`src/rtl/core/voice_mix_smooth_silence_detect_assert.svh`:
```
// Assertion macros for the voice mix smoothing and silence detection block
`ifndef VOICE_MIX_SMOOTH_SILENCE_DETECT_ASSERT_SVH
`define VOICE_MIX_SMOOTH_SILENCE_DETECT_ASSERT_SVH

// Same-cycle implication, clocked on aclk, off while reset is low
`define VMSD_ASSERT_IMP(lbl, ante, cons, msg) \
    lbl: assert property (@(posedge aclk) disable iff (!aresetn) (ante) |-> (cons)) \
        else $error(msg);

// Next-cycle implication
`define VMSD_ASSERT_NXT(lbl, ante, cons, msg) \
    lbl: assert property (@(posedge aclk) disable iff (!aresetn) (ante) |=> (cons)) \
        else $error(msg);

// Implication with a fixed delay in cycles
`define VMSD_ASSERT_DLY(lbl, ante, dly, cons, msg) \
    lbl: assert property (@(posedge aclk) disable iff (!aresetn) (ante) |-> ##dly (cons)) \
        else $error(msg);

`endif

```
`src/rtl/core/vmsd_pkg.sv`:
```
// Shared widths, reset values, register indexes and control struct
`default_nettype none

package vmsd_pkg;

    // Lane layout
    localparam int MAX_LANES = 8;
    localparam int LANES     = 8;
    localparam int SAMPLE_W  = 16;
    localparam int MIX_W     = SAMPLE_W + $clog2(MAX_LANES);

    // Filter datapath
    localparam int Q_W      = 16;
    localparam int COEF_W   = Q_W + 1;
    localparam int LEVEL_W  = 36;
    localparam int DIFF_W   = LEVEL_W + 1;
    localparam int PLO_W    = COEF_W + Q_W;
    localparam int STEP_W   = COEF_W + 1 + DIFF_W - Q_W;
    localparam int LSUM_W   = STEP_W + 1;
    localparam int V_W      = LEVEL_W - Q_W;

    // Energy datapath
    localparam int SQ_W         = 2 * V_W - 1;
    localparam int ENERGY_FRAC  = 8;
    localparam int EN_W         = 48;
    localparam int ED_W         = EN_W + 1;
    localparam int ELO_W        = 2 * Q_W;
    localparam int ESTEP_W      = Q_W + 1 + ED_W - Q_W;
    localparam int THR_W        = 32;
    localparam int HOLD_W       = 17;

    // Saturation limits
    localparam logic [LEVEL_W-1:0] LEVEL_MAX = {1'b0, {(LEVEL_W-1){1'b1}}};
    localparam logic [LEVEL_W-1:0] LEVEL_MIN = {1'b1, {(LEVEL_W-1){1'b0}}};
    localparam logic [SAMPLE_W-1:0] SAMPLE_MAX = {1'b0, {(SAMPLE_W-1){1'b1}}};
    localparam logic [SAMPLE_W-1:0] SAMPLE_MIN = {1'b1, {(SAMPLE_W-1){1'b0}}};
    localparam logic [HOLD_W-1:0] RUN_MAX = {HOLD_W{1'b1}};

    // Configuration port
    localparam int CFG_IDX_W  = 3;
    localparam int CFG_DATA_W = 32;

    localparam logic [CFG_IDX_W-1:0] CFG_CUTOFF_BASE       = 3'd0;
    localparam logic [CFG_IDX_W-1:0] CFG_CUTOFF_SPAN       = 3'd1;
    localparam logic [CFG_IDX_W-1:0] CFG_ENERGY_ALPHA      = 3'd2;
    localparam logic [CFG_IDX_W-1:0] CFG_SILENCE_THRESHOLD = 3'd3;
    localparam logic [CFG_IDX_W-1:0] CFG_SILENCE_HOLD      = 3'd4;

    localparam logic [Q_W-1:0]    RST_CUTOFF_BASE       = 16'd1966;
    localparam logic [Q_W-1:0]    RST_CUTOFF_SPAN       = 16'd13107;
    localparam logic [Q_W-1:0]    RST_ENERGY_ALPHA      = 16'd52;
    localparam logic [THR_W-1:0]  RST_SILENCE_THRESHOLD = 32'd18000;
    localparam logic [HOLD_W-1:0] RST_SILENCE_HOLD      = 17'd16000;

    // One enable per datapath step, driven by the sequencer
    typedef struct packed {
        logic load;
        logic coef;
        logic diff;
        logic plo;
        logic phi;
        logic lvl;
        logic vcv;
        logic sq;
        logic edif;
        logic elo;
        logic ehi;
        logic eupd;
        logic commit;
    } vmsd_ctrl_t;

endpackage

`default_nettype wire

```
`src/rtl/core/vmsd_lane.sv`:
```
// One voice lane: gates the sample by its valid bit and holds it
`default_nettype none

module vmsd_lane
    import vmsd_pkg::*;
(
    input  wire logic                       aclk,
    input  wire logic                       load,
    input  wire logic                       lane_en,
    input  wire logic signed [SAMPLE_W-1:0] sample,
    output logic signed [SAMPLE_W-1:0]      gated
);

    logic signed [SAMPLE_W-1:0] gated_reg;
    logic signed [SAMPLE_W-1:0] gated_next;

    // Idle lanes contribute zero to the mix
    assign gated_next = lane_en ? sample : '0;

    always_ff @(posedge aclk) begin
        if (load) begin
            gated_reg <= gated_next;
        end
    end

    assign gated = gated_reg;

endmodule

`default_nettype wire

```
`config.mk`:
```
export PLATFORM = sky130hd
export DESIGN_NAME = vmsd_lane
export DESIGN_NICKNAME = d
export VERILOG_FILES = /design/src/rtl/core/voice_mix_smooth_silence_detect_assert.svh /design/src/rtl/core/vmsd_pkg.sv /design/src/rtl/core/vmsd_lane.sv
export SDC_FILE = /design/constraint.sdc
export NUM_CORES = 1
export LEC_CHECK = 0
export BUFFER_PORTS_ARGS = -buffer_cell sky130_fd_sc_hd__buf_2
export CAP_MARGIN = 20
export CORE_MARGIN = 3
export CORE_UTILIZATION = 44
export DETAILED_ROUTE_END_ITERATION = 10
export PLACE_DENSITY = 0.84
export SYNTH_ARGS = -nofsm -noshare
export SYNTH_HDL_FRONTEND = slang
export SYNTH_SLANG_ARGS = --single-unit
```
`constraint.sdc`:
```
create_clock -name aclk -period 2.04 [get_ports aclk]
set_clock_uncertainty 0.15 [all_clocks]
set_input_delay 0.408 -clock aclk [delete_from_list [all_inputs] [get_ports aclk]]
set_output_delay 0.408 -clock aclk [all_outputs]
set_load 0.02 [all_outputs]
```
# ---- After elaboration in Yosys (flattened, before gate mapping)
# Index checks and enable logic that the tools add are counted.
dict set report word_totals {
  regBits 16
  inputBits 19
  word_cells 1
}

# ---- Longest topological paths before layout
dict set report depth {
  depth_word 0
  ltp_mapped 2
  mapped_depth_nobuf 1
}

# ---- Worst setup path before layout
# OpenSTA, ideal clock, no wires.
dict set report synth_timing {
  path_kind {input-to-reg}
  from {in lane_en}
  to {reg gated_reg[3] (netlist: gated[3]) (data pin)}
  setup_time_ns 0.256
  arrival_time_ns 0.660
  setup_slack_ns 0.975
  cell_stages 2
  path_cell_list {buf_6 > and2_2}
}
# element line
set synth_rtl {}
lappend synth_rtl {{start, declared} vmsd_lane.sv:9} ;# input wire logic lane_en,
lappend synth_rtl {{end signal, assigned} vmsd_lane.sv:22} ;# gated_reg <= gated_next;
lappend synth_rtl {{end, declared} vmsd_lane.sv:14} ;# logic signed [SAMPLE_W-1:0] gated_reg;
# No word-level cell between the ends.

# ---- Final worst setup path
dict set report layout_timing {
  from {reg gated_reg[1] (netlist: gated[1])}
  to {out gated[1]}
}
# element line
set layout_rtl {}
lappend layout_rtl {{end, declared} vmsd_lane.sv:11} ;# output logic signed [SAMPLE_W-1:0] gated
# No word-level cell between the ends.

==> impl_results.md <==
* Worst Tran Pin Value at 0.340 ns
* Routed vias at 374
* Die height at 43.1 um
* Crit-path leading delay family: flip-flops
* Max-cap violation count at 0
* Clock power frac at 23.5%
* Fmax at 730 MHz
* WP depth at 1
* # hold bufs at CTS at 0
* Register Area at 480 sq um
* WP data arrival at 0.81 ns
* Final setup viols at 0
* Sequential share of power at 61.8%
* Switching share of power at 22.4%
* Area Overhead vs Synth at 32.8%
* Critical Path Start Type: flop
* Critical path class: flop to output pin
* Slew HR at 77.3%
* GRT overflow at 0
* Rows at 12
* Initial DRC Count at 3
* Mean post-synth cell area at 18.4 sq um
* Core Region at 1200 sq um
* Min-delay worst type: input pin to flop
* Synth cell types at 4
* Layout Nets at 90
* IO Count at 35
* Pins Over Slew Limit at 0
* DRT Wirelength at 982 um
* Worst Setup End Kind: output pin
* Worst path bufs/invs at 1
* Endpoints failing hold at 0
* Final instance area at 806 sq um
* Critical Path RT at 1.48 ns
* CTS Buf Count at 3
* Unrepaired setup endpoints after global routing: no
* Pleak at 0.353 nW
* Tot GR Track Use at 12.6%
* Chip width at 43.1 um
* Resized cells post-CTS at 0
* Synth warn at 0
* Clk root buf: clkbuf_4
* # diodes at 0
* Footprint of the multi-input gates at 115 sq um
* Total negative slack at 0 ns
* Wire per inst at 11.8 um
* ANT nets after route at 0
* Switching component of the power at 143 uW
* Peak VDD IR at 0.482 mV
* Gate Count Post-Synth at 33
* Flip-flop count of the largest register after layout at 16
* DRC Markers at 0
* Synthesized area at 607 sq um
* Layout cells sized above 1 at 71.0%
* Crit-path max FO at 1
* Combinational fraction of design power at 14.7%
* Die Area at 1860 sq um
* Worst-path clk slew at 0.08 ns
* First-pass GRT wire length at 1680 um
* CTS tree: yes
* Pwr/cell area at 794 nW/um^2
* Crit path cell chain: buf_2
* Area after DPL at 783 sq um
* Antenna violations before repair at 0
* RD Place Congestion at 0.590
* Min Tclk post-route at 1.37 ns
* Setup Buffers After CTS at 0
* First-pass DRT Iterations at 3
* FF+latch count, synth at 16
* Fill cells at 92
* H-tree Lvls at 1
* Proportion of synthesized chip area in sequential cells at 79.2%
* Largest net degree at the start of global routing at 17
* Final period utilization at 67.1%
* Setup crit start: gated[1]$_SDFFCE_PN0P_
* Slowest stage delay, CP at 0.37 ns
* Max stage delay cell, worst path: edfxtp_1
* Internal Power at 497 uW
* Port bufs at 34
* Number of global-route vias before repair at 361
* Vias/cell at 4.51
* Tot Pwr at 640 uW
* Setup crit end: gated[1]
* TritonCTS Sinks at 16
* Run status: finished clean
* Largest buffer count on any clock path at 2
* Mapped Nets at 52
* Initial Utilization at 50.5%
==> Yosys cell counts <==
cell | instances | share of area, %
and2_1 | 4 | 4.1
buf_6 | 1 | 1.9
edfxtp_1 | 16 | 79
and2_2 | 12 | 15
==> metal layers <==
metal / part of all wire, % / vias to the layer above / wire, um / global-route usage, %
li1: - / 188 / - / -
met1: 37 / 169 / 368 / 14.2
met2: 53 / 17 / 525 / 20.9
met3: 9.0 / 0 / 88 / 3.39
met4: 0 / 0 / 0 / 7.23
met5: 0 / - / 0 / 0
==> final cells by class <==
class,count,area share [%]
Clock buffer,3,2.80
Multi-Input combinational cell,16,14.3
Sequential cell,16,59.6
Tap cell,14,2.17
Timing Repair Buffer,34,21.1
==> per-stage QoR <==
stage	std cells	worst slack, ns	hold slack, ns	utilization [%]
finish	83	0.671	0.271	67.1
global route	83	0.615	0.256	67.1
CTS	83	0.660	0.267	67.1
detailed placement	80	0.837	0.550	65.2
global placement	80	0.854	0.550	65.2
floorplan	33	0.975	0.370	-
==> worst min-delay path by stage <==
stage | startpoint | to | depth (start not counted)
after floorplan | load | gated[0]$_SDFFCE_PN0P_ | 0
after global placement | sample[14] | gated[14]$_SDFFCE_PN0P_ | 2
after detailed placement | sample[9] | gated[9]$_SDFFCE_PN0P_ | 2
after CTS | sample[14] | gated[14]$_SDFFCE_PN0P_ | 2
after global routing | sample[14] | gated[14]$_SDFFCE_PN0P_ | 2
final | sample[14] | gated[14]$_SDFFCE_PN0P_ | 2
==> cells in the final DEF, fill, tap and decap left out, drive strengths merged <==
master / netlist / routed
clkbuf: 0 / 3
and2: 16 / 16
buf: 1 / 34
edfxtp: 16 / 16
==> cell families (layout without fill, tap and decap cells) <==
logic type / count (synthesis) / count (layout) / synth area share (%)
flops: 16 / 16 / 79.2
buf+inv: 1 / 37 / 1.86
simple gates: 16 / 16 / 19.0
==> power by group through the flow <==
stage | clock network, mW | logic [mW] | registers (mW)
detailed placement | 0 | 0.0956 | 0.403
global route | 0.172 | 0.102 | 0.398
floorplan | 0 | 0.0158 | 0.439
finish | 0.151 | 0.0940 | 0.395
CTS | 0.156 | 0.0958 | 0.396
global placement | 0 | 0.0939 | 0.403
Note: power is estimated with default switching activity, not from simulation.
