`src/rtl/core/voice_mix_smooth_silence_detect_assert.svh`:
```
// Assertion macros for the voice mix smoothing and silence detection block
`ifndef VOICE_MIX_SMOOTH_SILENCE_DETECT_ASSERT_SVH
`define VOICE_MIX_SMOOTH_SILENCE_DETECT_ASSERT_SVH

// Same-cycle implication, clocked on aclk, off while reset is low
`define VMSD_ASSERT_IMP(lbl, ante, cons, msg) \
    lbl: assert property (@(posedge aclk) disable iff (!aresetn) (ante) |-> (cons)) \
        else $error(msg);

// Next-cycle implication
`define VMSD_ASSERT_NXT(lbl, ante, cons, msg) \
    lbl: assert property (@(posedge aclk) disable iff (!aresetn) (ante) |=> (cons)) \
        else $error(msg);

// Implication with a fixed delay in cycles
`define VMSD_ASSERT_DLY(lbl, ante, dly, cons, msg) \
    lbl: assert property (@(posedge aclk) disable iff (!aresetn) (ante) |-> ##dly (cons)) \
        else $error(msg);

`endif

```
`src/rtl/core/vmsd_pkg.sv`:
```
// Shared widths, reset values, register indexes and control struct
`default_nettype none

package vmsd_pkg;

    // Lane layout
    localparam int MAX_LANES = 8;
    localparam int LANES     = 8;
    localparam int SAMPLE_W  = 16;
    localparam int MIX_W     = SAMPLE_W + $clog2(MAX_LANES);

    // Filter datapath
    localparam int Q_W      = 16;
    localparam int COEF_W   = Q_W + 1;
    localparam int LEVEL_W  = 36;
    localparam int DIFF_W   = LEVEL_W + 1;
    localparam int PLO_W    = COEF_W + Q_W;
    localparam int STEP_W   = COEF_W + 1 + DIFF_W - Q_W;
    localparam int LSUM_W   = STEP_W + 1;
    localparam int V_W      = LEVEL_W - Q_W;

    // Energy datapath
    localparam int SQ_W         = 2 * V_W - 1;
    localparam int ENERGY_FRAC  = 8;
    localparam int EN_W         = 48;
    localparam int ED_W         = EN_W + 1;
    localparam int ELO_W        = 2 * Q_W;
    localparam int ESTEP_W      = Q_W + 1 + ED_W - Q_W;
    localparam int THR_W        = 32;
    localparam int HOLD_W       = 17;

    // Saturation limits
    localparam logic [LEVEL_W-1:0] LEVEL_MAX = {1'b0, {(LEVEL_W-1){1'b1}}};
    localparam logic [LEVEL_W-1:0] LEVEL_MIN = {1'b1, {(LEVEL_W-1){1'b0}}};
    localparam logic [SAMPLE_W-1:0] SAMPLE_MAX = {1'b0, {(SAMPLE_W-1){1'b1}}};
    localparam logic [SAMPLE_W-1:0] SAMPLE_MIN = {1'b1, {(SAMPLE_W-1){1'b0}}};
    localparam logic [HOLD_W-1:0] RUN_MAX = {HOLD_W{1'b1}};

    // Configuration port
    localparam int CFG_IDX_W  = 3;
    localparam int CFG_DATA_W = 32;

    localparam logic [CFG_IDX_W-1:0] CFG_CUTOFF_BASE       = 3'd0;
    localparam logic [CFG_IDX_W-1:0] CFG_CUTOFF_SPAN       = 3'd1;
    localparam logic [CFG_IDX_W-1:0] CFG_ENERGY_ALPHA      = 3'd2;
    localparam logic [CFG_IDX_W-1:0] CFG_SILENCE_THRESHOLD = 3'd3;
    localparam logic [CFG_IDX_W-1:0] CFG_SILENCE_HOLD      = 3'd4;

    localparam logic [Q_W-1:0]    RST_CUTOFF_BASE       = 16'd1966;
    localparam logic [Q_W-1:0]    RST_CUTOFF_SPAN       = 16'd13107;
    localparam logic [Q_W-1:0]    RST_ENERGY_ALPHA      = 16'd52;
    localparam logic [THR_W-1:0]  RST_SILENCE_THRESHOLD = 32'd18000;
    localparam logic [HOLD_W-1:0] RST_SILENCE_HOLD      = 17'd16000;

    // One enable per datapath step, driven by the sequencer
    typedef struct packed {
        logic load;
        logic coef;
        logic diff;
        logic plo;
        logic phi;
        logic lvl;
        logic vcv;
        logic sq;
        logic edif;
        logic elo;
        logic ehi;
        logic eupd;
        logic commit;
    } vmsd_ctrl_t;

endpackage

`default_nettype wire

```
`src/rtl/core/vmsd_merge.sv`:
```
// Merge stage: sums the gated lane samples into the mix
`default_nettype none

module vmsd_merge
    import vmsd_pkg::*;
(
    input  wire logic                       aclk,
    input  wire logic                       en,
    input  wire logic signed [SAMPLE_W-1:0] lane_sample [LANES],
    output logic signed [MIX_W-1:0]         mix
);

    logic signed [MIX_W-1:0] mix_reg;
    logic signed [MIX_W-1:0] mix_next;
    logic signed [MIX_W-1:0] lane_ext [LANES];

    // Sign-extend each lane to the mix width
    for (genvar g = 0; g < LANES; g++) begin : g_ext
        assign lane_ext[g] = MIX_W'(lane_sample[g]);
    end

    always_comb begin
        mix_next = '0;
        for (int i = 0; i < LANES; i++) begin
            mix_next = mix_next + lane_ext[i];
        end
    end

    always_ff @(posedge aclk) begin
        if (en) begin
            mix_reg <= mix_next;
        end
    end

    assign mix = mix_reg;

endmodule

`default_nettype wire

```
`config.mk`:
```
export PLATFORM = sky130hd
export DESIGN_NAME = vmsd_merge
export DESIGN_NICKNAME = d
export VERILOG_FILES = /design/src/rtl/core/voice_mix_smooth_silence_detect_assert.svh /design/src/rtl/core/vmsd_pkg.sv /design/src/rtl/core/vmsd_merge.sv
export SDC_FILE = /design/constraint.sdc
export NUM_CORES = 1
export LEC_CHECK = 0
export CAP_MARGIN = 10
export CORE_MARGIN = 8
export CORE_UTILIZATION = 55
export CTS_CLUSTER_SIZE = 24
export DETAILED_ROUTE_END_ITERATION = 6
export DONT_BUFFER_PORTS = 1
export HOLD_SLACK_MARGIN = 0.1
export PLACE_DENSITY = 0.82
export SYNTH_ARGS = -nofsm -noshare
export SYNTH_HDL_FRONTEND = slang
export SYNTH_SLANG_ARGS = --single-unit
```
`constraint.sdc`:
```
create_clock -name aclk -period 6.36 [get_ports aclk]
set_input_delay 0.318 -clock aclk [delete_from_list [all_inputs] [get_ports aclk]]
set_output_delay 0.318 -clock aclk [all_outputs]
set_load 0.02 [all_outputs]
```
# Word level (Yosys, flattened, before mapping)
# Cells that the tools add are included.
# totals
elab_cells	8
out_inout_bits	19
rom_bits	0
ff_bits	19
mem_bits_rw	0
latchBits	0
memories	0
in_bits	130
# op_classes
div	0
n_lt_le_gt_ge	0
mul	0
n_mux	0
add_sub_neg	7
bitwise	0
n_shift	0
n_reduce_logical	0
n_eq_ne	0
# op_table
cell	n
adder 19 x 16 -> 19 bit	4
adder 18 x 16 -> 19 bit	1
adder 17 x 16 -> 18 bit	1
adder 16 x 16 -> 17 bit	1

# Logic depth before layout (Yosys ltp)
# logic_depth
ltp_word	7
ltp_mapped	15
depth_no_buf	15

# Worst setup path after synthesis
# Ideal clock, no wire load.
# synth_path
path_kind	input-to-reg
from	in lane_sample[3] (netlist name)
to	reg mix_reg[12] (netlist: mix[12]) (data pin)
setup_slack_ps	2153
required_time_ps	6099
n_path_buf	0
path_stages	14
setup_ps	261
arrival_time_ps	3947
cell_sequence	inv_1 fa_1 inv_1 fa_1 fa_1 inv_1 fa_1 inv_1 fa_1 a211oi_1 nor3_2 o211ai_2 nand2_1 xor2_1
# synth_between
elab_chain_cells	1
# synth_lines
item	line	text
from (decl)	vmsd_merge.sv:9	input wire logic signed [SAMPLE_W-1:0] lane_sample [LANES],
adder 19 x 16 -> 19 bit	vmsd_merge.sv:25	mix_next = mix_next + lane_ext[i];
via mix_next[12]	vmsd_merge.sv:14	logic signed [MIX_W-1:0] mix_next;
to (signal assigned)	vmsd_merge.sv:31	mix_reg <= mix_next;
to (decl)	vmsd_merge.sv:13	logic signed [MIX_W-1:0] mix_reg;
# The timed path passes the listed nets, and every way through them passes these cells.
# A chain may end at the register's enable or synchronous reset.

# Worst setup path in the final report
# Ends and elaborated chain as after synthesis.

==> impl_metrics.py <==
metrics = {
    "finish": {
        "nets": 687,
        "largest_reg_flops": 19,
        "n_antenna_cell": 0,
        "drive_gt1_share_pct": 1.83,
        "post-route-util_pct": 59.2,
        "syn_to_final_growth_pct": 3.73,
        "fin_cells": 537,
    },
    "yosys": {
        "yosys.cell_types.count": 31,
        "ys.flop_type": "edfxtp_1",
        "yosys_register_bits": 19,
        "synth_top_area_share_pct": 47.6,
        "synthCells": 438,
        "avgSynthCellArea_um2": 9.50,
        "yosysMostFrequentCell": "inv_1",
        "synth_commonest_cells": "inv_1 (200), fa_1 (99), edfxtp_1 (19), ha_1 (19), a21oi_1 (15)",
        "yosys.area.top_type": "fa_1",
        "yosys_warnings": 0,
        "ys_top_cells_by_area": "fa_1 (48%), inv_1 (18%), edfxtp_1 (14%), ha_1 (5.7%), a21oi_1 (1.8%)",
        "netlist_area_um2": 4160,
        "synth-edff-count": 19,
        "synthArstFlopShare_pct": 0,
        "ys_seq_area_share_pct": 13.7,
        "syn-num-nets": 686,
    },
    "pwr": {
        "powerDensity_nw_per_um2": 601,
        "irDropWorstVdd_mv": 0.292,
        "p_leak_nw": 2.38,
    },
    "floorplan": {
        "die_x_um": 103,
        "num_rows": 31,
        "die_y_um": 103,
        "die-area_um2": 10600,
        "io-pin-count": 149,
        "core_um2": 7290,
        "initial_utilization_pct": 57.1,
    },
    "placement": {
        "hpwl_um": 7510,
        "dp.cells": 533,
        "globalplace.congestion": 0.857,
        "io_buffer_count": 0,
    },
    "detailed_routing": {
        "drt_first_pass_iters": 4,
        "wl_met1_um": 3050,
        "top_layer_used": "met4",
        "met3_length_um": 586,
        "drc": 0,
        "wirelength_um": 7950,
        "ant_nets": 0,
        "dr_wl_met2_um": 4260,
        "viasPerCell": 4.88,
        "initialDrtViolationCount": 107,
        "vias": 2620,
        "wl_per_cell_um": 14.8,
    },
    "sta": {
        "finalCritPeriodShare_pct": 65.7,
        "timing.fmax_mhz": 239,
        "post-route-min-period_ns": 4.18,
        "slew_headroom_pct": 76.8,
        "finalMaxSlewViolations": 0,
        "setup_viol": 0,
        "hold_viol": 0,
        "rsz0062_at_grt": "no",
        "tightest_slew_ns": 0.347,
        "setup-tns-final_ns": 0,
    },
    "run": {
        "drv_cap": 0,
    },
    "clocking": {
        "cts_setup_buffers": 0,
        "cts_tree": "built",
        "clkSlewWorstSetupHoldPaths_ns": 0.08,
        "clock-root-buffer": "clkbuf_8",
        "htreeDepth": 1,
        "cts_sinks": 19,
        "cts_resized": 0,
        "cts_buffer_depth": 2,
        "numCtsBuffers": 3,
        "ctsHoldBuffers": 0,
    },
    "grt": {
        "grt_pass1_vias": 3206,
        "antenna_found_initial": 0,
        "gr-total-overflow": 0,
        "grtUsageTotal_pct": 15.5,
        "grt_max_degree": 20,
        "grt_pass1_wl_um": 13200,
    },
    "worst_setup_path": {
        "crit_fanout": 6,
        "critPathCaptureType": "register",
        "startpoint_type": "primary input",
        "worst_ep_arrival_time_ns": 4.18,
        "worstSetupPathType": "in -> reg",
        "crit_required_ns": 6.36,
    },
    "status": {
        "status": "finished, final reports clean",
    },
    "worst_hold_path": {
        "hold_path.class": "in -> reg",
        "holdPathStages": 0,
    },
}
==> layout make-up <==
| type | count | area [um2] |
|---|---|---|
| fillers | 621 | 2970 |
| multi-input cells | 215 | 2830 |
| inverters | 200 | 751 |
| flip-flops and latches | 19 | 571 |
| well taps | 99 | 124 |
| clock buffers | 3 | 41.3 |
| clock inverters | 1 | 5.00 |
==> power by group <==
group	leakage, nW	internal (mW)	switching [mW]
Sequential	0.186	0.338	0.116
Clock	0.0255	0.0435	0.0411
Combinational	2.17	0.872	1.18
==> cells by family (layout without fill, tap and decap cells) <==
logic type | count (synthesis) | after routing | synth area share (%)
buf+inv | 204 | 204 | 18.4
fa+ha+maj | 118 | 118 | 53.3
compound gates | 45 | 45 | 7.15
simple gates | 36 | 36 | 4.03
flops | 19 | 19 | 13.7
xor+xnor | 15 | 15 | 3.16
mux | 1 | 1 | 0.240
==> routing by layer <==
layer  global-route usage (%)  vias up
met5                        0        -
met1                     17.7     1275
met2                     30.1      116
met3                     1.69        2
li1                         -     1227
met4                     3.11        0
==> per-stage QoR <==
stage	cell area, um2	hold WS (ns)	setup slack [ns]	power [mW]
CTS	4320	0.167	2.17	2.61
global placement	4270	0.432	1.97	2.43
finish	4320	0.171	2.18	2.59
global route	4320	0.155	1.95	2.93
detailed placement	4270	0.433	1.90	2.52
floorplan	4160	0.430	2.15	2.11
==> cell usage in the layout (no fill, tap or decap), drive strengths merged, types with 4 or more instances in the layout <==
master,synthesis,routed
fa,99,99
nand2,15,15
nor2,8,8
o21ai,8,8
nor3,6,6
edfxtp,19,19
ha,19,19
o21a,4,4
inv,200,200
a21oi,15,15
xor2,8,8
a21o,5,5
a211oi,5,5
xnor2,7,7
==> critical path, cell delays in order <==
cell and delay [ns]:
inv_1 0.03, fa_1 0.54, inv_1 0.06, fa_1 0.51
fa_1 0.55, inv_1 0.06, fa_1 0.53, inv_1 0.07
fa_1 0.48, a211oi_1 0.37, nor3_2 0.09, o211ai_2 0.31
nand2_1 0.11, xor2_1 0.15
==> path summary, 6_finish.rpt <==
check	to	slack, ns	startpoint
worst max-delay path	mix[12]	2.18	lane_sample[3]
worst min-delay path	mix[0]	0.17	en
Note: power is estimated with default switching activity, not from simulation.
