<file path="config.mk">
export PLATFORM = sky130hd
export DESIGN_NAME = vmsd_energy
export DESIGN_NICKNAME = d
export VERILOG_FILES = /design/src/rtl/core/voice_mix_smooth_silence_detect_assert.svh /design/src/rtl/core/vmsd_pkg.sv /design/src/rtl/core/vmsd_energy.sv
export SDC_FILE = /design/constraint.sdc
export NUM_CORES = 2
export LEC_CHECK = 0
export ABC_CLOCK_PERIOD_IN_PS = 14300
export BUFFER_PORTS_ARGS = -buffer_cell sky130_fd_sc_hd__buf_2
export CAP_MARGIN = 20
export CORE_AREA = 2 2 314 316
export CTS_CLUSTER_SIZE = 30
export DETAILED_ROUTE_END_ITERATION = 10
export DIE_AREA = 0 0 316 318
export PLACE_DENSITY = 0.82
export SKIP_CTS_REPAIR_TIMING = 1
export SLEW_MARGIN = 25
export SYNTH_ARGS = -nofsm -noshare
export SYNTH_HDL_FRONTEND = slang
export SYNTH_SLANG_ARGS = --single-unit
</file>
<file path="constraint.sdc">
create_clock -name aclk -period 14.3 [get_ports aclk]
set_input_delay 0 -clock aclk [delete_from_list [all_inputs] [get_ports aclk]]
set_output_delay 0 -clock aclk [all_outputs]
set_load 0.005 [all_outputs]
</file>
<file path="src/rtl/core/voice_mix_smooth_silence_detect_assert.svh">
// Assertion macros for the voice mix smoothing and silence detection block
`ifndef VOICE_MIX_SMOOTH_SILENCE_DETECT_ASSERT_SVH
`define VOICE_MIX_SMOOTH_SILENCE_DETECT_ASSERT_SVH

// Same-cycle implication, clocked on aclk, off while reset is low
`define VMSD_ASSERT_IMP(lbl, ante, cons, msg) \
    lbl: assert property (@(posedge aclk) disable iff (!aresetn) (ante) |-> (cons)) \
        else $error(msg);

// Next-cycle implication
`define VMSD_ASSERT_NXT(lbl, ante, cons, msg) \
    lbl: assert property (@(posedge aclk) disable iff (!aresetn) (ante) |=> (cons)) \
        else $error(msg);

// Implication with a fixed delay in cycles
`define VMSD_ASSERT_DLY(lbl, ante, dly, cons, msg) \
    lbl: assert property (@(posedge aclk) disable iff (!aresetn) (ante) |-> ##dly (cons)) \
        else $error(msg);

`endif

</file>
<file path="src/rtl/core/vmsd_pkg.sv">
// Shared widths, reset values, register indexes and control struct
`default_nettype none

package vmsd_pkg;

    // Lane layout
    localparam int MAX_LANES = 8;
    localparam int LANES     = 8;
    localparam int SAMPLE_W  = 16;
    localparam int MIX_W     = SAMPLE_W + $clog2(MAX_LANES);

    // Filter datapath
    localparam int Q_W      = 16;
    localparam int COEF_W   = Q_W + 1;
    localparam int LEVEL_W  = 36;
    localparam int DIFF_W   = LEVEL_W + 1;
    localparam int PLO_W    = COEF_W + Q_W;
    localparam int STEP_W   = COEF_W + 1 + DIFF_W - Q_W;
    localparam int LSUM_W   = STEP_W + 1;
    localparam int V_W      = LEVEL_W - Q_W;

    // Energy datapath
    localparam int SQ_W         = 2 * V_W - 1;
    localparam int ENERGY_FRAC  = 8;
    localparam int EN_W         = 48;
    localparam int ED_W         = EN_W + 1;
    localparam int ELO_W        = 2 * Q_W;
    localparam int ESTEP_W      = Q_W + 1 + ED_W - Q_W;
    localparam int THR_W        = 32;
    localparam int HOLD_W       = 17;

    // Saturation limits
    localparam logic [LEVEL_W-1:0] LEVEL_MAX = {1'b0, {(LEVEL_W-1){1'b1}}};
    localparam logic [LEVEL_W-1:0] LEVEL_MIN = {1'b1, {(LEVEL_W-1){1'b0}}};
    localparam logic [SAMPLE_W-1:0] SAMPLE_MAX = {1'b0, {(SAMPLE_W-1){1'b1}}};
    localparam logic [SAMPLE_W-1:0] SAMPLE_MIN = {1'b1, {(SAMPLE_W-1){1'b0}}};
    localparam logic [HOLD_W-1:0] RUN_MAX = {HOLD_W{1'b1}};

    // Configuration port
    localparam int CFG_IDX_W  = 3;
    localparam int CFG_DATA_W = 32;

    localparam logic [CFG_IDX_W-1:0] CFG_CUTOFF_BASE       = 3'd0;
    localparam logic [CFG_IDX_W-1:0] CFG_CUTOFF_SPAN       = 3'd1;
    localparam logic [CFG_IDX_W-1:0] CFG_ENERGY_ALPHA      = 3'd2;
    localparam logic [CFG_IDX_W-1:0] CFG_SILENCE_THRESHOLD = 3'd3;
    localparam logic [CFG_IDX_W-1:0] CFG_SILENCE_HOLD      = 3'd4;

    localparam logic [Q_W-1:0]    RST_CUTOFF_BASE       = 16'd1966;
    localparam logic [Q_W-1:0]    RST_CUTOFF_SPAN       = 16'd13107;
    localparam logic [Q_W-1:0]    RST_ENERGY_ALPHA      = 16'd52;
    localparam logic [THR_W-1:0]  RST_SILENCE_THRESHOLD = 32'd18000;
    localparam logic [HOLD_W-1:0] RST_SILENCE_HOLD      = 17'd16000;

    // One enable per datapath step, driven by the sequencer
    typedef struct packed {
        logic load;
        logic coef;
        logic diff;
        logic plo;
        logic phi;
        logic lvl;
        logic vcv;
        logic sq;
        logic edif;
        logic elo;
        logic ehi;
        logic eupd;
        logic commit;
    } vmsd_ctrl_t;

endpackage

`default_nettype wire

</file>
<file path="src/rtl/core/vmsd_energy.sv">
// Energy average of the squared output and silent-run tracking
`default_nettype none

module vmsd_energy
    import vmsd_pkg::*;
(
    input  wire logic                  aclk,
    input  wire logic                  aresetn,
    input  wire vmsd_ctrl_t            ctrl,
    input  wire logic signed [V_W-1:0] v_level,
    input  wire logic [Q_W-1:0]        energy_alpha,
    input  wire logic [THR_W-1:0]      silence_threshold,
    input  wire logic [HOLD_W-1:0]     silence_hold,
    output logic                       is_silent,
    output logic                       recover
);

    logic [SQ_W-1:0]             sq_reg;
    logic signed [ED_W-1:0]      ediff_reg;
    logic signed [ED_W-1:0]      ediff_next;
    logic [ELO_W-1:0]            elo_reg;
    logic [ELO_W-1:0]            elo_next;
    logic signed [ESTEP_W-1:0]   estep_reg;
    logic signed [ESTEP_W-1:0]   estep_next;
    logic [EN_W-1:0]             energy_reg;
    logic [EN_W-1:0]             energy_next;
    logic [HOLD_W-1:0]           run_reg;
    logic [HOLD_W-1:0]           run_next;

    logic signed [2*V_W-1:0]     sq_full;
    logic signed [Q_W:0]         alpha_s;
    logic signed [ED_W-Q_W-1:0]  ed_hi;
    logic signed [ESTEP_W-1:0]   emul;
    logic signed [ESTEP_W-1:0]   elo_top;
    logic signed [ESTEP_W:0]     energy_s;
    logic signed [ESTEP_W:0]     e_sum;
    logic [EN_W-1:0]             thr_scaled;
    logic [HOLD_W-1:0]           run_inc;
    logic [HOLD_W-1:0]           hold_eff;

    // Square of the output value
    assign sq_full = (2*V_W)'(v_level * v_level);

    // E' = E + floor(alpha * (sq * 2^8 - E) / 2^16)
    assign ediff_next = $signed({{(ED_W-SQ_W-ENERGY_FRAC){1'b0}}, sq_reg,
                                 {ENERGY_FRAC{1'b0}}})
                      - $signed({1'b0, energy_reg});

    assign elo_next = ELO_W'(energy_alpha * ediff_reg[Q_W-1:0]);

    assign alpha_s    = {1'b0, energy_alpha};
    assign ed_hi      = ediff_reg[ED_W-1:Q_W];
    assign emul       = ESTEP_W'(alpha_s * ed_hi);
    assign elo_top    = {{(ESTEP_W-Q_W){1'b0}}, elo_reg[ELO_W-1:Q_W]};
    assign estep_next = emul + elo_top;

    assign energy_s    = {{(ESTEP_W+1-EN_W){1'b0}}, energy_reg};
    assign e_sum       = (ESTEP_W+1)'(energy_s + estep_reg);
    assign energy_next = e_sum[EN_W-1:0];

    // Silence test on the updated average
    assign thr_scaled = {{(EN_W-THR_W-ENERGY_FRAC){1'b0}}, silence_threshold,
                         {ENERGY_FRAC{1'b0}}};
    assign is_silent  = energy_reg < thr_scaled;

    // Run counter; a zero hold behaves as one
    assign hold_eff = (silence_hold == '0) ? {{(HOLD_W-1){1'b0}}, 1'b1} : silence_hold;

    always_comb begin
        if (!is_silent) begin
            run_inc = '0;
        end else if (run_reg == RUN_MAX) begin
            run_inc = run_reg;
        end else begin
            run_inc = run_reg + {{(HOLD_W-1){1'b0}}, 1'b1};
        end
    end

    assign recover  = run_inc >= hold_eff;
    assign run_next = recover ? '0 : run_inc;

    // Datapath registers
    always_ff @(posedge aclk) begin
        if (ctrl.sq) begin
            sq_reg <= sq_full[SQ_W-1:0];
        end
        if (ctrl.edif) begin
            ediff_reg <= ediff_next;
        end
        if (ctrl.elo) begin
            elo_reg <= elo_next;
        end
        if (ctrl.ehi) begin
            estep_reg <= estep_next;
        end
    end

    // Detector state
    always_ff @(posedge aclk) begin
        if (!aresetn) begin
            energy_reg <= '0;
            run_reg    <= '0;
        end else begin
            if (ctrl.eupd) begin
                energy_reg <= energy_next;
            end
            if (ctrl.commit) begin
                run_reg <= run_next;
            end
        end
    end

endmodule

`default_nettype wire

</file>
# Yosys cells after proc, flatten, opt, wreduce, memory -nomap -nowiden
# Index checks and enable logic that the tools add are counted.
# word_totals
ff_bits,233
latchBits,0
mem_bits_rw,0
romBits,0
inputBits,100
elab_cells,21
mem_count,0
# op_classes
addsub,4
n_mul,3
n_div,0
magnitude_cmp,2
eq_ne,1
n_shift,0
n_mux,4
bitwise,0
n_reduce_logical,1
# op_table
operator,count
17-bit two-way mux,4
47-bit by 48-bit subtractor with 49-bit output,1
48-bit by 17-bit adder with 48-bit output,1
48-bit adder,1
48-bit by 40-bit < comparator with 1-bit output,1
17-bit by 33-bit multiplier with 48-bit output,1
20-bit by 20-bit multiplier with 39-bit output,1
16-bit by 16-bit multiplier with 32-bit output,1
"17-bit by 1-bit adder with 17-bit output, second input constant",1
"17-bit equality test, second input constant",1
17-bit greater-or-equal comparator,1
17-bit logical NOT,1

# Longest topological paths before layout
# depth
depth_word,5
depth_mapped,28
depth_no_buf,27

# Worst setup path after synthesis
# Ideal clock, no wire load.
# synth_timing
path_kind,input to register
startpoint,input port v_level[3]
endpoint,register sq_reg[35] (data pin)
setup_ns,0.258
arrival_ns,6.249
required_ns,14.042
setup_slack_ns,7.794
cell_stages,24
cell_sequence,buf_1 -> clkbuf_1 -> nand2_1 -> fa_1 -> inv_1 -> fa_1 -> inv_1 -> fa_1 -> inv_1 -> fa_1 -> fa_1 -> fa_1 -> inv_1 -> fa_1 -> inv_1 -> ha_1 -> and3_1 -> nand3_1 -> and4b_1 -> a21oi_1 -> o211ai_1 -> a21boi_0 -> nor2b_1 -> xnor2_1
# synth_via
elab_chain_cells,1
# synth_rtl
item,line,text
"start, declared",vmsd_energy.sv:10,"input wire logic signed [V_W-1:0] v_level,"
20-bit by 20-bit multiplier with 39-bit output,vmsd_energy.sv:42,assign sq_full = (2*V_W)'(v_level * v_level);
via sq_full[35],vmsd_energy.sv:30,logic signed [2*V_W-1:0] sq_full;
"end signal, assigned",vmsd_energy.sv:85,sq_reg <= sq_full[SQ_W-1:0];
"end, declared",vmsd_energy.sv:18,logic [SQ_W-1:0] sq_reg;
# The timed path passes the listed nets, and every way through them passes these cells.
# A chain may end at the register's enable or synchronous reset.

# Worst setup path in the final report
# layout_timing
startpoint,register ediff_reg[23]
endpoint,register estep_reg[41] (data pin)
# layout_via
elab_chain_cells,2
# layout_rtl
item,line,text
"start, declared",vmsd_energy.sv:19,logic signed [ED_W-1:0] ediff_reg;
"start signal, assigned",vmsd_energy.sv:88,ediff_reg <= ediff_next;
17-bit by 33-bit multiplier with 48-bit output,vmsd_energy.sv:53,assign emul = ESTEP_W'(alpha_s * ed_hi);
48-bit by 17-bit adder with 48-bit output,vmsd_energy.sv:55,assign estep_next = emul + elo_top;
via estep_next[41],vmsd_energy.sv:24,logic signed [ESTEP_W-1:0] estep_next;
"end signal, assigned",vmsd_energy.sv:94,estep_reg <= estep_next;
"end, declared",vmsd_energy.sv:23,logic signed [ESTEP_W-1:0] estep_reg;
# The timed path passes the listed nets, and every way through them passes these cells.

==> out/qor.yml <==
first_iter_violations: 2834
r2r-start: "ediff_reg[23]"
synth_ff_type: "edfxtp_1"
synth_area_leaders: "fa_1 (41%), ha_1 (11%), inv_1 (9.7%)"
crit_family: "adder cells"
hold_viol_final: 2
dr.pass1.iters: 6
syn_area_per_cell_um2: 9.23
syn-cell-area_mm2: 0.0529
drtAntennaViolNets: 0
ctsLongestPathBuffers: 3
ios: 102
wl_per_cell_um: 17.6
critical_path.startpoint: "ediff_reg[23]"
remaining_drc_errors: 0
path_clk_slew_ns: 0.07
die_w_um: 316
slew_violations: 0
cp.required_ns: 14.56
die_h_um: 318
antenna_found_initial: 2
max_slew.worst_pin.slew_ns: 0.955
crit_top_cell: "fa_1"
drive_gt1_share_pct: 3.22
largest_register_ffs: 49
reg2regPathDepth: 21
cts_max_level: 1
fin_crit_sh_pct: 53.8
num_antenna_cells: 0
grt_overflow_total: 0
netlist.area_leader.share_pct: 40.6
clock_latency_ns: 0.55
crit_path_end_kind: "flop"
outcome: "finished with violations"
gp_congestion: 0.920
rows: 115
r2r_end: "estep_reg[41]"
setup_viol: 0
slowest_stage: "edfxtp_1"
rsz0062_at_grt: "no"
path_depth: 21
ys_types: 85
crit_chain: "nand2_1 -> fa_1 -> inv_1 -> fa_1 -> inv_1 -> fa_1 -> inv_1 -> fa_1 -> fa_1 -> fa_1 -> ha_1 -> a211oi_1 -> o21ai_0 -> a221oi_1 -> o21ai_1 -> a21oi_1 -> o21ai_1 -> o31a_1 -> a211oi_1 -> o21ai_0 -> xor2_1"
die_area_mm2: 0.100
hold_path.class: "input port to flop"
grt_start_max_net_pins: 53
vias: 38300
viasPerCell: 5.49
arrival_ns: 7.95
drt_wl_total_um: 123000
grt_usage_pct: 25.5
skew_ns: 0.0406
cap_violations: 0
root_buffer: "clkbuf_16"
clock-sinks: 216
dpl.hpwl_um: 98900
synth-seq-area-share_pct: 11.0
grt_pass1_vias: 41900
syn_inst: 5739
start_util_pct: 54.4
start_kind: "flop"
grt_pass1_wl_um: 208000
fin_nets: 7325
cp_num_buf_inv: 3
fmax_ghz: 0.130
portBuffers: 94
violations: "negative hold slack"
syn_to_final_growth_pct: 4.21
synth_edf_count: 151
crit_end: "estep_reg[41]"
hold-worst-slack_ns: -0.00265
synth_async_sr_flop_share_pct: 0
post-route-min-period_ns: 7.70
max_stage_delay_ns: 0.89
ys_seq_elements: 216
cts_buffers: 23
synth_top_cell_by_area: "fa_1"
slew_headroom_pct: 36.3
tns_ns: 0
crit_type: "flop to flop"
syn-num-nets: 7390
coreArea_mm2: 0.0974
tritoncts: "yes"
rrSetupSlack_ns: 6.60
synth_warnings: 0
worst-path-max-fanout: 16
==> per-stage QoR <==
stage,setup WS [ns],util (%),cells,instance area (um2)
2_1_floorplan,7.79,-,5739,52900
6_report,6.60,56.6,6977,55200
3_5_place_dp,6.81,55.8,6933,54400
4_1_cts,6.73,56.6,6974,55100
5_1_grt,6.33,56.6,6977,55200
3_3_place_gp,6.96,55.8,6933,54400
==> kinds of logic (layout without fill, tap and decap cells) <==
logic type | after synthesis | after routing | synth area share (%)
AND/OR/NAND/NOR | 1520 | 1520 | 13.7
multiplexers | 37 | 37 | 0.704
buffers and inverters | 1577 | 1528 | 11.2
flip-flops | 216 | 216 | 11.0
adder cells (fa/ha/maj) | 1551 | 1551 | 51.9
AO/OA/AOI/OAI | 619 | 619 | 7.79
XOR/XNOR | 219 | 219 | 3.62
==> area by class of cell <==
class                   instances  area [um2]
fillers                      8028       42200
multi-input cells            3946       41200
flip-flops and latches        216        5840
inverters                    1370        5140
well taps                    1287        1610
repair buffers                117         656
clock buffers                  27         601
clock inverters                14         161
==> worst register-to-register path: cells and delay by family (launching register included) <==
family	cells	cell delay (ns)
AOI/OAI and AO/OA	9	2.59
DFF	1	0.89
and+or+nand+nor	1	0.20
xor gates and xnor gates	1	0.17
adders and majority gates	7	3.39
buffers and inverters	3	0.16
==> cell usage in the layout, fill, tap and decap left out, drive strengths merged, types with 7 or more instances in the layout <==
master and count:
a21oi 174, a31o 8, nand4 32, and3 35
or3 9, nand2 724, fa 1075, and4 9
edfxtp 151, nor2b 37, a21o 131, nor3 40
a31oi 24, a311oi 7, o31ai 7, a211o 7
ha 476, mux2i 35, dfxtp 65, a211oi 27
o21bai 25, o21a 22, o21ai 96, inv 1371
nor4 11, and2 364, o2111ai 8, buf 114
nand2b 22, nand3 56, xor2 84, o211ai 22
xnor2 135, nor2 156, clkbuf 27
==> metal layers <==
metal  GRT usage, %  share of wire (%)  vias to the layer above
met5              0              0.011                        -
met4           6.99                2.8                        2
met3           3.43                7.5                      256
met2           43.5                 49                     1468
met1           34.1                 41                    19200
li1               -                  -                    17400
==> synthesized netlist by cell type (4+ instances only) <==
library cell  instances
inv_1              1370
fa_1               1075
nand2_1             724
ha_1                476
and2_1              363
clkbuf_1            199
a21oi_1             173
nor2_1              156
edfxtp_1            151
xnor2_1             135
a21o_1              130
o21ai_0              93
xor2_1               84
dfxtp_1              65
nand3_1              56
nor3_1               40
nor2b_1              37
and3_1               35
mux2i_1              35
nand4_1              31
a211oi_1             26
o21bai_1             25
a31oi_1              24
nand2b_1             22
o211ai_1             22
o21a_1               22
nor4_1               10
or3_1                 9
a31o_2                8
and4_1                8
o2111ai_1             8
a211o_1               7
a311oi_1              7
a22o_1                6
nand4b_1              6
a41oi_1               5
buf_1                 5
or2_2                 5
a21boi_0              4
nand3b_1              4
o22ai_1               4
o31a_1                4
o31ai_1               4
o41ai_1               4
==> how the worst min path moves through the flow <==
stage               startpoint  depth (start not counted)            to
floorplan           v_level[0]                          0     sq_reg[0]
global placement       ctrl[0]                          3    run_reg[2]
detailed placement     ctrl[0]                          3   run_reg[12]
CTS                    ctrl[0]                          3    run_reg[2]
global route           ctrl[2]                          1  estep_reg[8]
finish                 ctrl[2]                          1  estep_reg[8]
Power is left out: the tool's default activity adds up to more than one toggle a clock period on the data nets, which glitch-free logic cannot reach.
