$ cat config.mk
export PLATFORM = sky130hd
export DESIGN_NAME = vmsd_filter
export DESIGN_NICKNAME = d
export VERILOG_FILES = /design/src/rtl/core/voice_mix_smooth_silence_detect_assert.svh /design/src/rtl/core/vmsd_pkg.sv /design/src/rtl/core/vmsd_filter.sv
export SDC_FILE = /design/constraint.sdc
export NUM_CORES = 2
export LEC_CHECK = 0
export BUFFER_PORTS_ARGS = -buffer_cell sky130_fd_sc_hd__buf_2
export CAP_MARGIN = 10
export CORE_MARGIN = 2
export CORE_UTILIZATION = 35
export CTS_CLUSTER_SIZE = 16
export DETAILED_ROUTE_END_ITERATION = 10
export PLACE_DENSITY = 0.47
export SLEW_MARGIN = 10
export SYNTH_ARGS = -nofsm -noshare
export SYNTH_HDL_FRONTEND = slang
export SYNTH_SLANG_ARGS = --single-unit
export TNS_END_PERCENT = 1
$ cat constraint.sdc
create_clock -name aclk -period 17.2 [get_ports aclk]
set_input_delay 3.44 -clock aclk [delete_from_list [all_inputs] [get_ports aclk]]
set_output_delay 3.44 -clock aclk [all_outputs]
set_load 0.1 [all_outputs]
$ cat src/rtl/core/voice_mix_smooth_silence_detect_assert.svh
// Assertion macros for the voice mix smoothing and silence detection block
`ifndef VOICE_MIX_SMOOTH_SILENCE_DETECT_ASSERT_SVH
`define VOICE_MIX_SMOOTH_SILENCE_DETECT_ASSERT_SVH

// Same-cycle implication, clocked on aclk, off while reset is low
`define VMSD_ASSERT_IMP(lbl, ante, cons, msg) \
    lbl: assert property (@(posedge aclk) disable iff (!aresetn) (ante) |-> (cons)) \
        else $error(msg);

// Next-cycle implication
`define VMSD_ASSERT_NXT(lbl, ante, cons, msg) \
    lbl: assert property (@(posedge aclk) disable iff (!aresetn) (ante) |=> (cons)) \
        else $error(msg);

// Implication with a fixed delay in cycles
`define VMSD_ASSERT_DLY(lbl, ante, dly, cons, msg) \
    lbl: assert property (@(posedge aclk) disable iff (!aresetn) (ante) |-> ##dly (cons)) \
        else $error(msg);

`endif

$ cat src/rtl/core/vmsd_pkg.sv
// Shared widths, reset values, register indexes and control struct
`default_nettype none

package vmsd_pkg;

    // Lane layout
    localparam int MAX_LANES = 8;
    localparam int LANES     = 8;
    localparam int SAMPLE_W  = 16;
    localparam int MIX_W     = SAMPLE_W + $clog2(MAX_LANES);

    // Filter datapath
    localparam int Q_W      = 16;
    localparam int COEF_W   = Q_W + 1;
    localparam int LEVEL_W  = 36;
    localparam int DIFF_W   = LEVEL_W + 1;
    localparam int PLO_W    = COEF_W + Q_W;
    localparam int STEP_W   = COEF_W + 1 + DIFF_W - Q_W;
    localparam int LSUM_W   = STEP_W + 1;
    localparam int V_W      = LEVEL_W - Q_W;

    // Energy datapath
    localparam int SQ_W         = 2 * V_W - 1;
    localparam int ENERGY_FRAC  = 8;
    localparam int EN_W         = 48;
    localparam int ED_W         = EN_W + 1;
    localparam int ELO_W        = 2 * Q_W;
    localparam int ESTEP_W      = Q_W + 1 + ED_W - Q_W;
    localparam int THR_W        = 32;
    localparam int HOLD_W       = 17;

    // Saturation limits
    localparam logic [LEVEL_W-1:0] LEVEL_MAX = {1'b0, {(LEVEL_W-1){1'b1}}};
    localparam logic [LEVEL_W-1:0] LEVEL_MIN = {1'b1, {(LEVEL_W-1){1'b0}}};
    localparam logic [SAMPLE_W-1:0] SAMPLE_MAX = {1'b0, {(SAMPLE_W-1){1'b1}}};
    localparam logic [SAMPLE_W-1:0] SAMPLE_MIN = {1'b1, {(SAMPLE_W-1){1'b0}}};
    localparam logic [HOLD_W-1:0] RUN_MAX = {HOLD_W{1'b1}};

    // Configuration port
    localparam int CFG_IDX_W  = 3;
    localparam int CFG_DATA_W = 32;

    localparam logic [CFG_IDX_W-1:0] CFG_CUTOFF_BASE       = 3'd0;
    localparam logic [CFG_IDX_W-1:0] CFG_CUTOFF_SPAN       = 3'd1;
    localparam logic [CFG_IDX_W-1:0] CFG_ENERGY_ALPHA      = 3'd2;
    localparam logic [CFG_IDX_W-1:0] CFG_SILENCE_THRESHOLD = 3'd3;
    localparam logic [CFG_IDX_W-1:0] CFG_SILENCE_HOLD      = 3'd4;

    localparam logic [Q_W-1:0]    RST_CUTOFF_BASE       = 16'd1966;
    localparam logic [Q_W-1:0]    RST_CUTOFF_SPAN       = 16'd13107;
    localparam logic [Q_W-1:0]    RST_ENERGY_ALPHA      = 16'd52;
    localparam logic [THR_W-1:0]  RST_SILENCE_THRESHOLD = 32'd18000;
    localparam logic [HOLD_W-1:0] RST_SILENCE_HOLD      = 17'd16000;

    // One enable per datapath step, driven by the sequencer
    typedef struct packed {
        logic load;
        logic coef;
        logic diff;
        logic plo;
        logic phi;
        logic lvl;
        logic vcv;
        logic sq;
        logic edif;
        logic elo;
        logic ehi;
        logic eupd;
        logic commit;
    } vmsd_ctrl_t;

endpackage

`default_nettype wire

$ cat src/rtl/core/vmsd_filter.sv
// One-pole smoothing filter: coefficient, split product, saturating level
`default_nettype none

module vmsd_filter
    import vmsd_pkg::*;
(
    input  wire logic                    aclk,
    input  wire logic                    aresetn,
    input  wire vmsd_ctrl_t              ctrl,
    input  wire logic [Q_W-1:0]          macro_mod,
    input  wire logic [Q_W-1:0]          cutoff_base,
    input  wire logic [Q_W-1:0]          cutoff_span,
    input  wire logic signed [MIX_W-1:0] mix,
    output logic signed [V_W-1:0]        v_level,
    output logic signed [SAMPLE_W-1:0]   out_sample
);

    logic [Q_W-1:0]              mod_reg;
    logic [COEF_W-1:0]           coef_reg;
    logic [COEF_W-1:0]           coef_next;
    logic signed [DIFF_W-1:0]    diff_reg;
    logic signed [DIFF_W-1:0]    diff_next;
    logic [PLO_W-1:0]            plo_reg;
    logic [PLO_W-1:0]            plo_next;
    logic signed [STEP_W-1:0]    step_reg;
    logic signed [STEP_W-1:0]    step_next;
    logic signed [LEVEL_W-1:0]   level_reg;
    logic signed [LEVEL_W-1:0]   level_next;
    logic signed [V_W-1:0]       v_reg;
    logic signed [V_W-1:0]       v_next;

    logic [2*Q_W-1:0]               mod_prod;
    logic signed [DIFF_W-Q_W-1:0]   mix_ext;
    logic signed [DIFF_W-1:0]       level_ext;
    logic signed [COEF_W:0]         coef_s;
    logic signed [DIFF_W-Q_W-1:0]   diff_hi;
    logic signed [STEP_W-1:0]       mul_hi;
    logic signed [STEP_W-1:0]       plo_top;
    logic signed [LSUM_W-1:0]       lvl_sum;
    logic [LSUM_W-LEVEL_W:0]        lvl_top;
    logic                           v_inc;
    logic [V_W-SAMPLE_W:0]          v_top;

    // Coefficient: base + span * mod / 2^16
    assign mod_prod  = (2*Q_W)'(cutoff_span * mod_reg);
    assign coef_next = {1'b0, cutoff_base} + {1'b0, mod_prod[2*Q_W-1:Q_W]};

    // Distance from level to the scaled mix
    assign mix_ext   = (DIFF_W-Q_W)'(mix);
    assign level_ext = DIFF_W'(level_reg);
    assign diff_next = $signed({mix_ext, {Q_W{1'b0}}}) - level_ext;

    // Low partial product over the unsigned low half of diff
    assign plo_next = PLO_W'(coef_reg * diff_reg[Q_W-1:0]);

    // High partial product, then floor(coef * diff / 2^16)
    assign coef_s    = {1'b0, coef_reg};
    assign diff_hi   = diff_reg[DIFF_W-1:Q_W];
    assign mul_hi    = STEP_W'(coef_s * diff_hi);
    assign plo_top   = {{(STEP_W-COEF_W){1'b0}}, plo_reg[PLO_W-1:Q_W]};
    assign step_next = mul_hi + plo_top;

    // Level update with saturation to the signed level range
    assign lvl_sum = LSUM_W'(level_reg + step_reg);
    assign lvl_top = lvl_sum[LSUM_W-1:LEVEL_W-1];

    always_comb begin
        if (lvl_top != '0 && lvl_top != '1) begin
            level_next = lvl_sum[LSUM_W-1] ? LEVEL_MIN : LEVEL_MAX;
        end else begin
            level_next = lvl_sum[LEVEL_W-1:0];
        end
    end

    // Integer part, truncated toward zero
    assign v_inc  = level_reg[LEVEL_W-1] & (|level_reg[Q_W-1:0]);
    assign v_next = level_reg[LEVEL_W-1:Q_W] + {{(V_W-1){1'b0}}, v_inc};

    // Clamp to int16
    assign v_top = v_reg[V_W-1:SAMPLE_W-1];

    always_comb begin
        if (v_top != '0 && v_top != '1) begin
            out_sample = v_reg[V_W-1] ? SAMPLE_MIN : SAMPLE_MAX;
        end else begin
            out_sample = v_reg[SAMPLE_W-1:0];
        end
    end

    // Datapath registers, one step each
    always_ff @(posedge aclk) begin
        if (ctrl.load) begin
            mod_reg <= macro_mod;
        end
        if (ctrl.coef) begin
            coef_reg <= coef_next;
        end
        if (ctrl.diff) begin
            diff_reg <= diff_next;
        end
        if (ctrl.plo) begin
            plo_reg <= plo_next;
        end
        if (ctrl.phi) begin
            step_reg <= step_next;
        end
        if (ctrl.vcv) begin
            v_reg <= v_next;
        end
    end

    // Filter state
    always_ff @(posedge aclk) begin
        if (!aresetn) begin
            level_reg <= '0;
        end else if (ctrl.lvl) begin
            level_reg <= level_next;
        end
    end

    assign v_level = v_reg;

endmodule

`default_nettype wire

# After elaboration in Yosys (flattened, before gate mapping)
# Cells that the tools add are included.
[word_totals] regBits=198 latchBits=0 mem_bits_rw=0 mem_bits_ro=0 inputBits=82 out_inout_bits=36 word_cells=27 memories=0
[classes] add_sub_neg=5 multipliers=3 div=0 magnitude_cmp=0 eq_ne=2 shift=0 muxes=4 n_bitwise=1 n_reduce_logical=5
[ops] cell="$mux 36" n=2
[ops] cell="$add 36x39->40" n=1
[ops] cell="$add 39x18->39" n=1
[ops] cell="$mul 18x21->39" n=1
[ops] cell="$sub 35x36->37" n=1
[ops] cell="$mul 17x16->33" n=1
[ops] cell="$mul 16x16->32" n=1
[ops] cell="$mux 16" n=2
[ops] cell="$add 20x1->20" n=1
[ops] cell="$add 16x16->17" n=1
[ops] cell="$reduce_or 16->1" n=1
[ops] cell="$ne 5x5->1 const B" n=2
[ops] cell="$reduce_bool 5->1" n=2
[ops] cell="$logic_and 1x1->1" n=2
[ops] cell="$and 1x1->1" n=1

# Logic depth before layout (Yosys ltp)
[depth] ltp_word=4 ltp_mapped=37 ltp_nobuf=36

# Least setup slack after synthesis
# No wires, ideal clock.
[synth_timing] kind="input to register" startpoint="in cutoff_span[10]" endpoint="reg coef_reg[16] (data pin)" setup_time_ns=0.267 t_arrival_ns=10.314 t_required_ns=16.933 setup_slack_ns=6.619 path_stages=34 path_buffers=1 path_cell_list="clkbuf_1 nand2_1 fa_1 fa_1 fa_1 fa_1 inv_1 fa_1 inv_1 fa_1 inv_1 ha_1 a21oi_1 o22ai_1 o21ai_0 o311ai_0 nand2_1 nor2_1 a211oi_1 nor2b_1 nor2_1 xnor2_1 ha_1 nor2b_1 o21ai_0 a21boi_0 o21ai_0 a21boi_0 o21ai_0 nand2b_1 a211oi_1 nor2_1 o221ai_1 o21ai_0"
[synth_between] elab_chain_len=2
[synth_lines] element="from (decl)" line="vmsd_filter.sv:12" rtl="input wire logic [Q_W-1:0] cutoff_span,"
[synth_lines] element="$mul 16x16->32" line="vmsd_filter.sv:45" rtl="assign mod_prod = (2*Q_W)'(cutoff_span * mod_reg);"
[synth_lines] element="$add 16x16->17" line="vmsd_filter.sv:46" rtl="assign coef_next = {1'b0, cutoff_base} + {1'b0, mod_prod[2*Q_W-1:Q_W]};"
[synth_lines] element="via coef_next[16]" line="vmsd_filter.sv:20" rtl="logic [COEF_W-1:0] coef_next;"
[synth_lines] element="to (signal assigned)" line="vmsd_filter.sv:96" rtl="coef_reg <= coef_next;"
[synth_lines] element="to (decl)" line="vmsd_filter.sv:19" rtl="logic [COEF_W-1:0] coef_reg;"
# The timed path passes the listed nets, and every way through them passes these cells.
# A chain may end at the register's enable or synchronous reset.

# Worst setup path in the final report
# Ends and elaborated chain as after synthesis.

==> flow_summary.yaml <==
global_route:
  gr-total-overflow: 0
  grt_pass1_vias: 30371
  grt_usage_pct: 18.1
  grt_pass1_wl_mm: 166
  grt_max_degree: 40
  grt_antenna_before_repair: 2
logic_synthesis:
  ys_ff_latch: 182
  synth_edf_count: 146
  synth.avg_cell_area_sq_um: 9.31
  async_flop_share_pct: 0
  yosysSeqAreaShare_pct: 12.7
  synth_top_area_share_pct: 38.4
  synth.area.top_cells: "fa_1 (38%), ha_1 (12%), edfxtp_1 (11%)"
  syn_area_sq_mm: 0.0402
  yosysTopAreaCell: "fa_1"
  synth_warnings: 0
  yosys.cell_types.count: 72
  yosys_most_used_dff: "edfxtp_1"
  synth_cells: 4321
  syn-num-nets: 5574
clock_network:
  cts_resized: 0
  clk_latency_ns: 0.52
  cts_tree: "built"
  clkSinkCount: 182
  cts_buffers: 17
  path_clk_slew_ns: 0.08
  hold_buffers: 0
  h-tree-depth: 4
  post_cts_buffers: 0
  clockBufferDepth: 2
  root_buffer: "clkbuf_16"
route:
  drtAntennaViolNets: 0
  vias: 27868
  vias_per_cell: 4.77
  highest_layer: "met4"
  wl_met1_mm: 44.4
  dr.first_iter.drc_count: 1068
  dr_wl_met2_mm: 51.7
  wl_per_cell_um: 17.2
  wl_mm: 101
  drc: 0
  dr.pass1.iters: 5
  routed-wl-met3_mm: 2.58
sta:
  tightest_slew_ns: 1.07
  clock_skew_ns: 0.0194
  hold_viol: 0
  drv_slew: 0
  period_minus_slack_ns: 10.93
  rsz0062_at_grt: "false"
  tns_ns: 0
  clock.fmax_mhz: 91.5
  period_share_pct: 63.6
  slew_headroom_pct: 28.6
  finalSetupViolCount: 0
min_path:
  min_from: "level_reg[0]"
  hold_class: "flip-flop to flip-flop"
setup_path:
  crit_path_end_kind: "flip-flop"
  slowest_stage: "o311ai_0"
  crit_type: "input pin to flip-flop"
  crit_path_frequent_cell: "fa_1"
  max_stage_delay_ns: 0.81
  crit_arrival_ns: 11.18
  r2r-start: "mod_reg[4]"
  critPathLaunchType: "input pin"
  reg2reg_slack_ns: 8.71
  critPathRequiredTime_ns: 17.45
  crit_start: "cutoff_span[10]"
  path_buf_inv: 4
  cp_top_family: "adder cells"
  crit_fanout: 16
die:
  die_w_um: 343
  dieArea_sq_mm: 0.118
  start_util_pct: 35.2
  rows: 124
  ios: 118
  core_sq_mm: 0.114
  die_height_um: 343
final_layout:
  largest_reg_flops: 39
  seq_area_sq_mm: 0.00510
  multi_input_area_sq_mm: 0.0310
  area_growth_pct: 6.59
  layout.nets: 5568
  nFillCells: 11879
  drive_above_1_share_pct: 4.97
placed_design:
  gp_congestion: 0.801
  detailed_place_hpwl_mm: 80.6
  portBuffers: 111
status:
  outcome: "completed"
run:
  maxCapViolCount: 0
## worst paths after layout
path | end | cells past startpoint
setup / recovery | coef_reg[16] | 32
hold / removal | diff_reg[0] | 0
setup reg to reg | coef_reg[16] | 32
hold reg to reg | diff_reg[0] | 0
## cell families (layout without fill, tap and decap cells)
family,Yosys count,after routing,share of synthesized area [%]
and+or+nand+nor,1262,1262,14.9
adders and majority gates,1171,1171,50.8
buffers and inverters,1101,1108,10.3
AOI/OAI and AO/OA,440,440,7.62
DFF,182,182,12.7
xor gates and xnor gates,162,162,3.53
muxes,3,3,0.0747
other,0,1,0
## area by class of cell
class / instances / share of cell area [%]
Timing Repair Buffer: 147 / 1.93
Antenna cell: 1 / 0.00584
Clock inverter: 15 / 0.376
Inverter: 929 / 8.13
Sequential cell: 182 / 11.9
Tap cell: 1512 / 4.41
Multi-Input combinational cell: 3038 / 72.2
Clock buffer: 17 / 0.992
## metal layers
metal,up-vias,GRT usage (%)
li1,13217,-
met1,14197,23.1
met2,364,32.6
met3,90,1.94
met4,0,4.40
met5,-,0
## cell usage after synthesis, types with 6 or more instances
library cell	number
a21o_1	55
edfxtp_1	146
ha_1	399
o31ai_1	13
nor2_1	106
clkbuf_1	166
o31ai_4	10
a21oi_1	116
nand2_1	629
dfxtp_1	36
nand3_1	34
and2_1	359
fa_1	772
o21a_1	32
nor2b_1	11
xor2_1	37
a31oi_1	13
nand2b_1	40
o21ai_1	25
o21ai_0	73
inv_1	929
a211oi_1	15
o211ai_1	11
xnor2_1	125
and3_1	12
a31o_2	6
o31ai_2	6
nand4_1	13
o21bai_1	16
nor3_1	31
nor4_1	8
## placed cells by master, fill, tap and decap left out, drive strengths merged, types with 13 or more instances in the layout
master / Yosys / layout
o21a: 32 / 32
a31oi: 16 / 16
xor2: 37 / 37
fa: 772 / 772
nand2b: 40 / 40
o21bai: 16 / 16
buf: 6 / 147
clkbuf: 166 / 17
nand3: 34 / 34
o21ai: 98 / 98
dfxtp: 36 / 36
ha: 399 / 399
xnor2: 125 / 125
edfxtp: 146 / 146
and2: 359 / 359
a211oi: 15 / 15
o31ai: 29 / 29
nor2: 106 / 106
nand2: 630 / 630
nor3: 31 / 31
inv: 929 / 936
a21o: 55 / 55
nand4: 13 / 13
a21oi: 116 / 116
## stage by stage
| step | utilization, % | instances | area [sq um] | setup slack [ns] | hold WS [ns] |
|---|---|---|---|---|---|
| 6_report | 37.5 | 5841 | 42900 | 6.27 | 0.570 |
| 3_5_place_dp | 37.0 | 5808 | 42300 | 5.51 | 0.555 |
| 5_1_grt | 37.5 | 5841 | 42900 | 5.58 | 0.584 |
| 4_1_cts | 37.5 | 5840 | 42900 | 6.10 | 0.568 |
| 2_1_floorplan | - | 4321 | 40200 | 6.62 | 0.520 |
| 3_3_place_gp | 37.0 | 5808 | 42300 | 5.53 | 0.554 |
## worst reg2reg max path, delay by kind of cell (launching register included)
| family | cells | cell delay [ns] |
|---|---|---|
| buffers and inverters | 4 | 0.19 |
| XOR/XNOR | 1 | 0.13 |
| AND/OR/NAND/NOR | 9 | 1.31 |
| flip-flops | 1 | 0.64 |
| adder cells (fa/ha/maj) | 8 | 3.55 |
| AO/OA/AOI/OAI | 10 | 2.40 |
Power is not shown: default switching activity piles up to over one toggle a cycle in this logic, so the estimate is an artifact.
